==> src/hdl/ssrs_pkg.sv <==
// Shared types, constants and helper functions for the seven-segment readout scanner.
// Depends on nothing; used by the front, queue, back and top-level modules.
`default_nettype none
package ssrs_pkg;

	localparam int DIGIT_COUNT = 6;
	localparam int CODE_W      = 5;
	localparam int SEL_W       = 3;
	localparam int SEG_W       = 8;
	localparam int TEMP_W      = 11;
	localparam int HUM_W       = 16;
	localparam int MAG_W       = 10;
	localparam int QUEUE_DEPTH = 2;
	localparam int QPTR_W      = $clog2(QUEUE_DEPTH);
	localparam int QCNT_W      = $clog2(QUEUE_DEPTH + 1);

	localparam logic [CODE_W-1:0] CODE_MINUS = 5'd10;
	localparam logic [CODE_W-1:0] CODE_BLANK = 5'd16;
	localparam logic [SEG_W-1:0]  DOT_BIT    = 8'h80;
	localparam logic [HUM_W-1:0]  HUM_ERROR  = 16'hffff;
	localparam logic [HUM_W-1:0]  HUM_MAX    = 16'd999;
	localparam logic signed [TEMP_W-1:0] TEMP_MAX = 11'sd999;
	localparam logic signed [TEMP_W-1:0] TEMP_MIN = -11'sd999;
	localparam logic [SEL_W-1:0]  SEL_LAST   = 3'(DIGIT_COUNT - 1);
	localparam logic [SEL_W-1:0]  SEL_DOT_FIX = 3'd4;
	localparam logic [SEL_W-1:0]  SEL_DOT_TEMP = 3'd1;

	typedef enum logic {
		REQ_UPDATE = 1'b0,
		REQ_TICK   = 1'b1
	} req_kind_t;

	typedef struct packed {
		req_kind_t                          kind;
		logic                               dot;
		logic [DIGIT_COUNT-1:0][CODE_W-1:0] codes;
	} entry_t;

	typedef struct packed {
		logic [3:0] hund;
		logic [3:0] tens;
		logic [3:0] units;
	} bcd3_t;

	// Split a value below 1000 into decimal digits by reciprocal multiplies.
	function automatic bcd3_t split_dec(input logic [MAG_W-1:0] v);
		logic [15:0] p100;
		logic [3:0]  q100;
		logic [MAG_W-1:0] r100;
		logic [13:0] p10;
		logic [3:0]  q10;
		logic [6:0]  r7;
		bcd3_t       d;
		p100  = 16'(v) * 16'd41;
		q100  = p100[15:12];
		r100  = v - 10'(q100) * 10'd100;
		r7    = r100[6:0];
		p10   = 14'(r7) * 14'd103;
		q10   = p10[13:10];
		d.hund  = q100;
		d.tens  = q10;
		d.units = 4'(r7 - 7'(q10) * 7'd10);
		return d;
	endfunction

	function automatic logic [SEG_W-1:0] seg_of(input logic [CODE_W-1:0] code);
		logic [SEG_W-1:0] s;
		case (code)
			5'd0:    s = 8'h3f;
			5'd1:    s = 8'h06;
			5'd2:    s = 8'h5b;
			5'd3:    s = 8'h4f;
			5'd4:    s = 8'h66;
			5'd5:    s = 8'h6d;
			5'd6:    s = 8'h7d;
			5'd7:    s = 8'h07;
			5'd8:    s = 8'h7f;
			5'd9:    s = 8'h6f;
			5'd10:   s = 8'h40;
			5'd11:   s = 8'h79;
			5'd12:   s = 8'h50;
			5'd13:   s = 8'h5c;
			5'd14:   s = 8'h39;
			5'd15:   s = 8'h76;
			default: s = 8'h00;
		endcase
		return s;
	endfunction

endpackage
`default_nettype wire

==> src/hdl/seven_segment_readout_scanner.sv <==
// With an empty queue a tick passes through the queue and then the output register before
// its segment byte is valid on m_axis; updates give no output.
// Throughput: one item per cycle while m_axis accepts; with m_axis held off, the output
// register and two queued entries fill before s_axis_tready drops.
// Reset: arst_n clears digit codes to zero, dot flag and scan position to zero, queue empty.
// Top level: ssrs_front -> ssrs_queue -> ssrs_back; depends on ssrs_pkg.
`default_nettype none
module seven_segment_readout_scanner (
	input  wire logic        clk,
	input  wire logic        arst_n,
	input  wire logic        s_axis_tvalid,
	output      logic        s_axis_tready,
	input  wire logic [31:0] s_axis_tdata,  // temp_value[10:0], hum_value[26:11], zero pad
	input  wire logic        s_axis_tuser,  // req_type
	output      logic        m_axis_tvalid,
	input  wire logic        m_axis_tready,
	output      logic [15:0] m_axis_tdata   // segment_pattern[7:0], digit_select[10:8], zero pad
);

	logic                             push_valid;
	logic                             push_ready;
	ssrs_pkg::entry_t                 push_entry;
	logic                             pop_valid;
	logic                             pop_ready;
	ssrs_pkg::entry_t                 pop_entry;
	logic [ssrs_pkg::QCNT_W-1:0]      q_count;
	logic [ssrs_pkg::SEG_W-1:0]       segment_pattern;
	logic [ssrs_pkg::SEL_W-1:0]       digit_select;

	ssrs_front u_front (
		.in_valid   (s_axis_tvalid),
		.in_kind    (s_axis_tuser),
		.temp_value (s_axis_tdata[10:0]),
		.hum_value  (s_axis_tdata[26:11]),
		.push_valid (push_valid),
		.push_entry (push_entry)
	);

	ssrs_queue u_queue (
		.clk        (clk),
		.arst_n     (arst_n),
		.push_valid (push_valid),
		.push_ready (push_ready),
		.push_entry (push_entry),
		.pop_valid  (pop_valid),
		.pop_ready  (pop_ready),
		.pop_entry  (pop_entry),
		.count      (q_count)
	);

	ssrs_back u_back (
		.clk             (clk),
		.arst_n          (arst_n),
		.pop_valid       (pop_valid),
		.pop_ready       (pop_ready),
		.pop_entry       (pop_entry),
		.out_valid       (m_axis_tvalid),
		.out_ready       (m_axis_tready),
		.segment_pattern (segment_pattern),
		.digit_select    (digit_select)
	);

	assign s_axis_tready = push_ready;
	assign m_axis_tdata  = {5'd0, digit_select, segment_pattern};

	a_sel_range: assert property (@(posedge clk) disable iff (!arst_n)
		m_axis_tvalid |-> (m_axis_tdata[10:8] <= ssrs_pkg::SEL_LAST))
		else $error("digit_select out of range");

	a_fixed_dot: assert property (@(posedge clk) disable iff (!arst_n)
		(m_axis_tvalid && m_axis_tdata[10:8] == ssrs_pkg::SEL_DOT_FIX) |-> m_axis_tdata[7])
		else $error("dot missing on fixed-dot digit");

	a_queue_bound: assert property (@(posedge clk) disable iff (!arst_n)
		q_count <= ssrs_pkg::QCNT_W'(ssrs_pkg::QUEUE_DEPTH))
		else $error("queue count overflow");

	a_out_from_tick: assert property (@(posedge clk) disable iff (!arst_n)
		$rose(m_axis_tvalid) |-> $past(pop_valid && pop_ready
			&& pop_entry.kind == ssrs_pkg::REQ_TICK))
		else $error("output raised without a tick");

endmodule
`default_nettype wire

==> src/hdl/ssrs_front.sv <==
// Front part: classifies incoming items and turns readings into six digit codes.
// Depends on ssrs_pkg; feeds ssrs_queue.
`default_nettype none
module ssrs_front (
	input  wire logic                                 in_valid,
	input  wire logic                                 in_kind,
	input  wire logic signed [ssrs_pkg::TEMP_W-1:0]   temp_value,
	input  wire logic        [ssrs_pkg::HUM_W-1:0]    hum_value,
	output      logic                                 push_valid,
	output      ssrs_pkg::entry_t                     push_entry
);

	logic signed [ssrs_pkg::TEMP_W-1:0] t_sat;
	logic                               neg;
	logic [ssrs_pkg::MAG_W-1:0]         t_mag;
	logic [ssrs_pkg::HUM_W-1:0]         h_sat;
	ssrs_pkg::bcd3_t                    t_dig;
	ssrs_pkg::bcd3_t                    h_dig;

	always_comb begin
		if (temp_value > ssrs_pkg::TEMP_MAX) begin
			t_sat = ssrs_pkg::TEMP_MAX;
		end else if (temp_value < ssrs_pkg::TEMP_MIN) begin
			t_sat = ssrs_pkg::TEMP_MIN;
		end else begin
			t_sat = temp_value;
		end
		neg   = t_sat[ssrs_pkg::TEMP_W-1];
		t_mag = neg ? ssrs_pkg::MAG_W'(-t_sat) : ssrs_pkg::MAG_W'(t_sat);
		h_sat = (hum_value > ssrs_pkg::HUM_MAX) ? ssrs_pkg::HUM_MAX : hum_value;
		t_dig = ssrs_pkg::split_dec(t_mag);
		h_dig = ssrs_pkg::split_dec(h_sat[ssrs_pkg::MAG_W-1:0]);

		push_entry.kind = ssrs_pkg::req_kind_t'(in_kind);
		push_entry.dot  = !neg;
		if (neg) begin
			push_entry.codes[0] = ssrs_pkg::CODE_MINUS;
			push_entry.codes[1] = (t_dig.hund == 4'd0) ? ssrs_pkg::CODE_BLANK
				: ssrs_pkg::CODE_W'(t_dig.hund);
			push_entry.codes[2] = ssrs_pkg::CODE_W'(t_dig.tens);
		end else begin
			push_entry.codes[0] = (t_dig.hund == 4'd0) ? ssrs_pkg::CODE_BLANK
				: ssrs_pkg::CODE_W'(t_dig.hund);
			push_entry.codes[1] = ssrs_pkg::CODE_W'(t_dig.tens);
			push_entry.codes[2] = ssrs_pkg::CODE_W'(t_dig.units);
		end
		push_entry.codes[3] = ssrs_pkg::CODE_W'(h_dig.hund);
		push_entry.codes[4] = ssrs_pkg::CODE_W'(h_dig.tens);
		push_entry.codes[5] = ssrs_pkg::CODE_W'(h_dig.units);
		// sensor error: dashes on every digit, dot flag stays as temperature set it
		if (hum_value == ssrs_pkg::HUM_ERROR) begin
			for (int i = 0; i < ssrs_pkg::DIGIT_COUNT; i++) begin
				push_entry.codes[i] = ssrs_pkg::CODE_MINUS;
			end
		end
		push_valid = in_valid;
	end

endmodule
`default_nettype wire

==> src/hdl/ssrs_queue.sv <==
// Short queue of classified entries between the front and back parts.
// Depends on ssrs_pkg for the entry type and depth.
`default_nettype none
module ssrs_queue (
	input  wire logic             clk,
	input  wire logic             arst_n,
	input  wire logic             push_valid,
	output      logic             push_ready,
	input  wire ssrs_pkg::entry_t push_entry,
	output      logic             pop_valid,
	input  wire logic             pop_ready,
	output      ssrs_pkg::entry_t pop_entry,
	output      logic [ssrs_pkg::QCNT_W-1:0] count
);

	ssrs_pkg::entry_t                mem_q [ssrs_pkg::QUEUE_DEPTH];
	logic [ssrs_pkg::QPTR_W-1:0]     wr_ptr_q;
	logic [ssrs_pkg::QPTR_W-1:0]     rd_ptr_q;
	logic [ssrs_pkg::QCNT_W-1:0]     count_q;
	logic                            do_push;
	logic                            do_pop;

	assign push_ready = (count_q != ssrs_pkg::QCNT_W'(ssrs_pkg::QUEUE_DEPTH));
	assign pop_valid  = (count_q != '0);
	assign pop_entry  = mem_q[rd_ptr_q];
	assign do_push    = push_valid && push_ready;
	assign do_pop     = pop_valid && pop_ready;
	assign count      = count_q;

	always_ff @(posedge clk) begin
		if (do_push) begin
			mem_q[wr_ptr_q] <= push_entry;
		end
	end

	always_ff @(posedge clk or negedge arst_n) begin
		if (!arst_n) begin
			wr_ptr_q <= '0;
			rd_ptr_q <= '0;
			count_q  <= '0;
		end else begin
			if (do_push) begin
				wr_ptr_q <= (wr_ptr_q == ssrs_pkg::QPTR_W'(ssrs_pkg::QUEUE_DEPTH - 1))
					? '0 : wr_ptr_q + 1'b1;
			end
			if (do_pop) begin
				rd_ptr_q <= (rd_ptr_q == ssrs_pkg::QPTR_W'(ssrs_pkg::QUEUE_DEPTH - 1))
					? '0 : rd_ptr_q + 1'b1;
			end
			case ({do_push, do_pop})
				2'b10:   count_q <= count_q + 1'b1;
				2'b01:   count_q <= count_q - 1'b1;
				default: count_q <= count_q;
			endcase
		end
	end

endmodule
`default_nettype wire

==> src/hdl/ssrs_back.sv <==
// Back part: holds digit codes and scan position, emits one segment byte per tick.
// Depends on ssrs_pkg; drains ssrs_queue and drives the output register.
`default_nettype none
module ssrs_back (
	input  wire logic                          clk,
	input  wire logic                          arst_n,
	input  wire logic                          pop_valid,
	output      logic                          pop_ready,
	input  wire ssrs_pkg::entry_t              pop_entry,
	output      logic                          out_valid,
	input  wire logic                          out_ready,
	output      logic [ssrs_pkg::SEG_W-1:0]    segment_pattern,
	output      logic [ssrs_pkg::SEL_W-1:0]    digit_select
);

	logic [ssrs_pkg::DIGIT_COUNT-1:0][ssrs_pkg::CODE_W-1:0] codes_q;
	logic                           dot_q;
	logic [ssrs_pkg::SEL_W-1:0]     scan_q;
	logic                           out_valid_q;
	logic [ssrs_pkg::SEG_W-1:0]     seg_q;
	logic [ssrs_pkg::SEL_W-1:0]     sel_q;
	logic [ssrs_pkg::SEL_W-1:0]     scan_next;
	logic [ssrs_pkg::SEG_W-1:0]     seg_next;
	logic                           is_tick;
	logic                           take;

	assign is_tick   = (pop_entry.kind == ssrs_pkg::REQ_TICK);
	// updates drain at once; ticks wait for room in the output register
	assign pop_ready = !is_tick || !out_valid_q || out_ready;
	assign take      = pop_valid && pop_ready;

	always_comb begin
		scan_next = (scan_q >= ssrs_pkg::SEL_LAST) ? '0 : scan_q + 1'b1;
		seg_next  = ssrs_pkg::seg_of(codes_q[scan_next]);
		if (scan_next == ssrs_pkg::SEL_DOT_FIX
			|| (scan_next == ssrs_pkg::SEL_DOT_TEMP && dot_q)) begin
			seg_next = seg_next | ssrs_pkg::DOT_BIT;
		end
	end

	always_ff @(posedge clk or negedge arst_n) begin
		if (!arst_n) begin
			codes_q     <= '0;
			dot_q       <= 1'b0;
			scan_q      <= '0;
			out_valid_q <= 1'b0;
		end else begin
			if (take && !is_tick) begin
				codes_q <= pop_entry.codes;
				dot_q   <= pop_entry.dot;
			end
			if (take && is_tick) begin
				scan_q      <= scan_next;
				out_valid_q <= 1'b1;
			end else if (out_ready) begin
				out_valid_q <= 1'b0;
			end
		end
	end

	always_ff @(posedge clk) begin
		if (take && is_tick) begin
			seg_q <= seg_next;
			sel_q <= scan_next;
		end
	end

	assign out_valid       = out_valid_q;
	assign segment_pattern = seg_q;
	assign digit_select    = sel_q;

endmodule
`default_nettype wire
==> config.mk <==
export PLATFORM = sky130hd
export DESIGN_NAME = seven_segment_readout_scanner
export DESIGN_NICKNAME = d
export VERILOG_FILES = /design/src/hdl/ssrs_pkg.sv /design/src/hdl/seven_segment_readout_scanner.sv /design/src/hdl/ssrs_front.sv /design/src/hdl/ssrs_queue.sv /design/src/hdl/ssrs_back.sv
export SDC_FILE = /design/constraint.sdc
export NUM_CORES = 1
export LEC_CHECK = 0
export BUFFER_PORTS_ARGS = -buffer_cell sky130_fd_sc_hd__buf_2
export CAP_MARGIN = 20
export CORE_ASPECT_RATIO = 2
export CORE_MARGIN = 3
export CORE_UTILIZATION = 34
export DETAILED_ROUTE_END_ITERATION = 6
export GPL_ROUTABILITY_DRIVEN = 0
export GPL_TIMING_DRIVEN = 0
export PLACE_DENSITY = 0.57
export REMOVE_ABC_BUFFERS = 1
export SYNTH_ARGS = -nofsm -noshare
export SYNTH_HDL_FRONTEND = slang
export SYNTH_HIERARCHICAL = 1
export SYNTH_SLANG_ARGS = --single-unit
export TNS_END_PERCENT = 20
==> constraint.sdc <==
create_clock -name clk -period 4.8 [get_ports clk]
set_input_delay 0.72 -clock clk [delete_from_list [all_inputs] [get_ports clk]]
set_output_delay 0.72 -clock clk [all_outputs]
set_load 0.02 [all_outputs]
---- Word level (Yosys, flattened, before mapping) ----
Memory sizes are Yosys's and may differ from the RTL's.
Index checks and enable logic that the tools add are counted.
cells by class
  $add $sub $neg .......................... 10
  equal/unequal tests ..................... 6
  $mul .................................... 8
  $lt $le $gt $ge ......................... 5
  reduce and logical (&&, ||, !) cells .... 15
  mux-type cells .......................... 18
operators with widths
  operator                 number
  $mul A10 B6 Y16 const B  2
  $mux W29                 1
  $mul A7 B7 Y14 const B   2
  $mux W11                 2
  $mux W10                 2
  $eq A16 B16 Y1 const B   1
  $gt A16 B10 Y1 const B   1
  $bmux W5 S3              1
  $mux W14                 1
  $sub A7 B7 Y7            2
  $gt A11 B11 Y1 const B   1
  $lt A11 B11 Y1 const B   1
  $mul A4 B5 Y5 const B    2
  $mux W5                  2
  $neg A10 Y10             1
  $mul A4 B3 Y3 const B    2
  $mux W8                  1
  $sub A4 B4 Y4            2
  $mux W1                  6
  $reduce_bool A2 Y1       3
  $logic_and A1 B1 Y1      5
  $logic_not A4 Y1         1
  $lt A3 B4 Y1 const B     1
  $pmux W2 S2              1
  other kinds (13)         18
word-level totals
  word-level logic and storage cells ...... 79
  input bits .............................. 37
  memory bits (writable) .................. 62
  output and inout port bits .............. 18
  memories kept ........................... 2
  bits in read-only memories .............. 112
  register bits ........................... 50
memories
  name              words  bits a word  read ports  clocked after Yosys merged registers in  write ports  RTL line          source
  (name not given)  16     7            1           0                                        0            ssrs_pkg.sv:68    case (code)
  u_queue.mem_q     2      31           1           0                                        1            ssrs_queue.sv:16  ssrs_pkg::entry_t mem_q [ssrs_pkg::QUEUE_DEPTH];

---- Depth between registers and ports, before layout ----
  depth after elaboration ................. 13
  gate-level depth with buffers ........... 48
  depth with buffers taken out ............ 48

---- Hierarchy ----
The synthesis kept the hierarchy.
modules (own cells, without submodules)
  module                         area an instance (um^2)  seq. area each (um^2)  times used  cells an instance
  ssrs_front                     4586.9                   0.0                    1           541
  ssrs_queue                     2522.4                   2021.9                 1           117
  ssrs_back                      2408.6                   1206.2                 1           201
  seven_segment_readout_scanner  41.3                     0.0                    1           6

---- Worst setup path before layout ----
Ideal clock, no wire load.
  kind .................................... input to register
  start ................................... input s_axis_tdata[7]
  end ..................................... memory u_queue/mem_q[0][13] in the netlist's numbering, data pin
  data arrival time ....................... 10.936 ns
  cell stages on the path ................. 46
  path buffers ............................ 0
  required time ........................... 4.519 ns
  setup time .............................. 0.281 ns
  setup slack ............................. -6.417 ns
  cells stage by stage .................... or4_1 > o31ai_1 > ha_1 > nor2_1 > nand2_1 > inv_1 > ha_1 > nand2_1 > or4_1 > nor2b_1 > xnor2_1 > nand2_1 > ha_1 > fa_1 > ha_1 > ha_1 > nand3_1 > or4_4 > [10 not listed] > ha_1 > inv_1 > fa_1 > inv_1 > fa_1 > ha_1 > ha_1 > a211o_1 > a21oi_1 > o21ai_1 > xor2_1 > ha_1 > inv_1 > fa_1 > xor2_1 > xnor2_1 > xnor2_1 > a22oi_1
RTL lines
  what         RTL line                             source
  from (decl)  seven_segment_readout_scanner.sv:13  input wire logic [31:0] s_axis_tdata,
  to (decl)    ssrs_queue.sv:16

==> impl_metrics.csv <==
group,metric,value,unit
status,outcome,"finished, violations left",
status,violations,"negative setup slack",
cts,cts_buffers,17,
detailed_routing,routed_via_density,4.96,
critical_path,rrSetupSlack,0.83,ns
cts,clockBufferDepth,2,
sta,clock-skew-final,0.00439,ns
cells_and_area,nFillCells,2590,
cells_and_area,utilization,0.433,
detailed_routing,drcViolationCount,0,
synthesis,ys_async_sr_fraction,0.342,
floorplanning,die_h,243,um
synthesis,avgSynthCellArea,11.1,um2
cells_and_area,multiInputGateArea,0.00666,mm2
sta,fin_crit,10.48,ns
placed_design,hpwl,14.7,mm
global_route,groute.layer.met3.usage,0.0165,
sta,grt_setup_unrepaired,"yes",
cells_and_area,n_antenna_cell,0,
critical_path,crit_required,4.93,ns
synthesis,ys.flop_type,"edfxtp_1",
global_route,track_usage,0.131,
sta,slew_viol_final,0,
cts,path_clk_slew,0.05,ns
cts,cts_tree,"done",
sta,setup_violations,42,
critical_path,max_stage_delay,0.58,ns
global_route,use_met1,0.127,
detailed_routing,vias,6585,
sta,worst_hold_slack,0.435,ns
global_route,antenna_found_initial,0,
detailed_routing,post_drt_wl_per_cell,14.9,um
global_route,grt_first_pass_wirelength,32.7,mm
sta,final.setup.worst_slack,-5.68,ns
synthesis,synth-edff-count,75,
synthesis,synth-seq-cells,114,
sta,finalCritPeriodShare,2.18,
cells_and_area,drive_above_1_share,0.366,
global_route,grt_max_degree,40,
critical_path,critPathSlowestCell,"fa_1",
sta,tightest_slew,0.982,ns
critical_path,critical_path_class,"in2reg",
placed_design,port_buffers,44,
cells_and_area,area_growth,25.3,%
detailed_routing,detail_route.first_pass.iterations,4,
floorplanning,row_count,86,
critical_path,startpoint_type,"input pin",
global_route,grt_remaining_overflow,0,
synthesis,synth_cell_types,76,
floorplanning,io_pins,55,
synthesis,synth_warnings,6,
synthesis,seq_area_frac_synth,0.338,
detailed_routing,ant_nets,0,
flow_run,cap_violations,0,
global_route,gr-usage-met2,0.272,
sta,clock.fmax,0.0954,GHz
sta,hold_violations,0,
cells_and_area,nNetsFinal,1193,
detailed_routing,routed_wl,19.8,mm
cts,clock_sinks,114,
sta,slew_headroom,0.346,
critical_path,r2r_end,"u_back/segment_pattern[6]",
critical_path,rr_startpoint,"u_back/scan_q[0]",
worst_hold_path,hp-class,"in2async",
critical_path,crit_fanout,3,
global_route,first_global_vias,6933,
critical_path,r2r_cells,10,
cells_and_area,regArea,0.00323,mm2
floorplanning,dieArea,0.0303,mm2
detailed_routing,drt_iter0_markers,166,
synthesis,syn-cell-area,0.00956,mm2
cts,cts_root_buffer,"clkbuf_16",
floorplanning,chipWidth,125,um
floorplanning,initial_core_util,0.346,
critical_path,critPathArrivalTime,10.62,ns
critical_path,critical_path.endpoint_type,"flip-flop",
cts,cts.htree.levels,4,
cts,clk_latency,0.41,ns
cts,cts_hold_buf,0,
global_route,grt_busiest_layer,"met2",
synthesis,postSynthCellCount,865,
floorplanning,core_area,0.0277,mm2
-- metal layers --
| layer | vias up | wire length [um] |
|---|---|---|
| met2 | 93 | 12000 |
| met1 | 3229 | 6960 |
| met4 | 0 | 548 |
| met5 | - | 0 |
| met3 | 33 | 368 |
| li1 | 3230 | - |
-- worst max-delay path by stage --
stage,endpoint,depth (start not counted),startpoint,slack [ns]
2_1_floorplan,u_queue/mem_q[0][13],46,s_axis_tdata[7],-6.55
3_3_place_gp,u_queue/mem_q[0][13],47,s_axis_tdata[7],-8.13
3_5_place_dp,u_queue/mem_q[0][13],47,s_axis_tdata[7],-8.18
4_1_cts,u_queue/mem_q[0][13],48,s_axis_tdata[8],-5.84
5_1_grt,u_queue/mem_q[0][13],47,s_axis_tdata[8],-6.08
6_report,u_queue/mem_q[0][13],48,s_axis_tdata[8],-5.68
-- Yosys cell counts, drive strengths merged, types with 5 or more instances --
| cell | n | area [um2] |
|---|---|---|
| ha | 166 | 2080 |
| inv | 102 | 385 |
| edfxtp | 75 | 2250 |
| mux2 | 68 | 766 |
| nand2 | 52 | 195 |
| nor2 | 41 | 159 |
| dfrtp | 39 | 976 |
| xnor2 | 32 | 299 |
| a21oi | 28 | 148 |
| fa | 28 | 561 |
| buf | 26 | 193 |
| o21ai | 21 | 109 |
| xor2 | 17 | 156 |
| nor3 | 14 | 75.1 |
| o21a | 12 | 90.1 |
| nor2b | 10 | 62.6 |
| nand2b | 9 | 56.3 |
| nand3 | 9 | 45.0 |
| or2 | 9 | 56.3 |
| a211oi | 8 | 70.1 |
| a21o | 7 | 52.6 |
| and2 | 7 | 46.3 |
| mux2i | 7 | 70.1 |
| or3 | 7 | 43.8 |
| o21bai | 5 | 37.5 |
-- flip-flops by register name (all words and copies together) (netlist names) --
name	count
u_back/codes_q	30
u_back/digit_select	3
u_back/dot_q	1
u_back/out_valid	1
u_back/scan_q	3
u_back/segment_pattern	8
u_queue/count	2
u_queue/mem_q	64
u_queue/rd_ptr_q	1
u_queue/wr_ptr_q	1
-- cell usage in the layout (no fill, tap or decap), types with 8 or more instances in the layout --
cell type	synthesis	layout
clkbuf_16	0	17
conb_1	2	9
a21oi_1	26	16
ha_1	166	134
xor2_1	16	8
mux2_2	64	64
o21ai_0	17	16
nand2_1	52	44
nand2b_1	9	9
a21oi_2	2	10
xnor2_1	31	19
edfxtp_1	75	75
o21a_1	12	12
buf_4	14	49
nor3_1	13	8
xnor2_2	0	12
inv_2	1	17
buf_2	4	39
inv_1	100	83
xor2_2	1	8
dfrtp_1	39	38
nor2b_1	10	8
ha_4	0	28
buf_6	5	8
fa_1	28	24
nor2_1	39	32
-- stage by stage --
stage	TNS, ns	std cells	instance area, um2	setup WS [ns]
floorplan	-165.62	842	9380	-6.55
global placement	-220.06	1238	10000	-8.13
detailed placement	-222.46	1239	10100	-8.18
CTS	-158.03	1296	11300	-5.84
global route	-157.20	1327	12000	-6.08
finish	-144.68	1327	12000	-5.68
-- timing repair --
action                     in CTS  in global routing
setup endpoints to repair      42                 48
pin swaps                      42                 69
setup buffers                  25                 30
gates cloned                    0                  1
resized for setup              77                 91
-- final cells by class --
class,instances,area share
multi-input combinational,627,0.555
sequential,114,0.270
timing repair buffer,100,0.0604
tap,352,0.0368
clock buffer,18,0.0358
inverter,102,0.0324
clock inverter,14,0.00971
-- cell families after synthesis --
| family | Yosys count | synth area share |
|---|---|---|
| adders and majority gates | 194 | 0.276 |
| and+or+nand+nor | 183 | 0.102 |
| buffers and inverters | 132 | 0.0620 |
| AOI/OAI and AO/OA | 115 | 0.0840 |
| DFF | 114 | 0.338 |
| muxes | 76 | 0.0898 |
| xor gates and xnor gates | 49 | 0.0476 |
| other | 2 | 0.000786 |
-- worst max-delay path: cells and delay by family --
family | cells | cell delay [ns]
AO/OA/AOI/OAI | 8 | 1.39
XOR/XNOR | 8 | 1.27
adder cells (fa/ha/maj) | 13 | 4.25
buffers and inverters | 8 | 0.64
AND/OR/NAND/NOR | 11 | 2.31
Power is not shown: default switching activity piles up to over one toggle a cycle in this logic, so the estimate is an artifact.
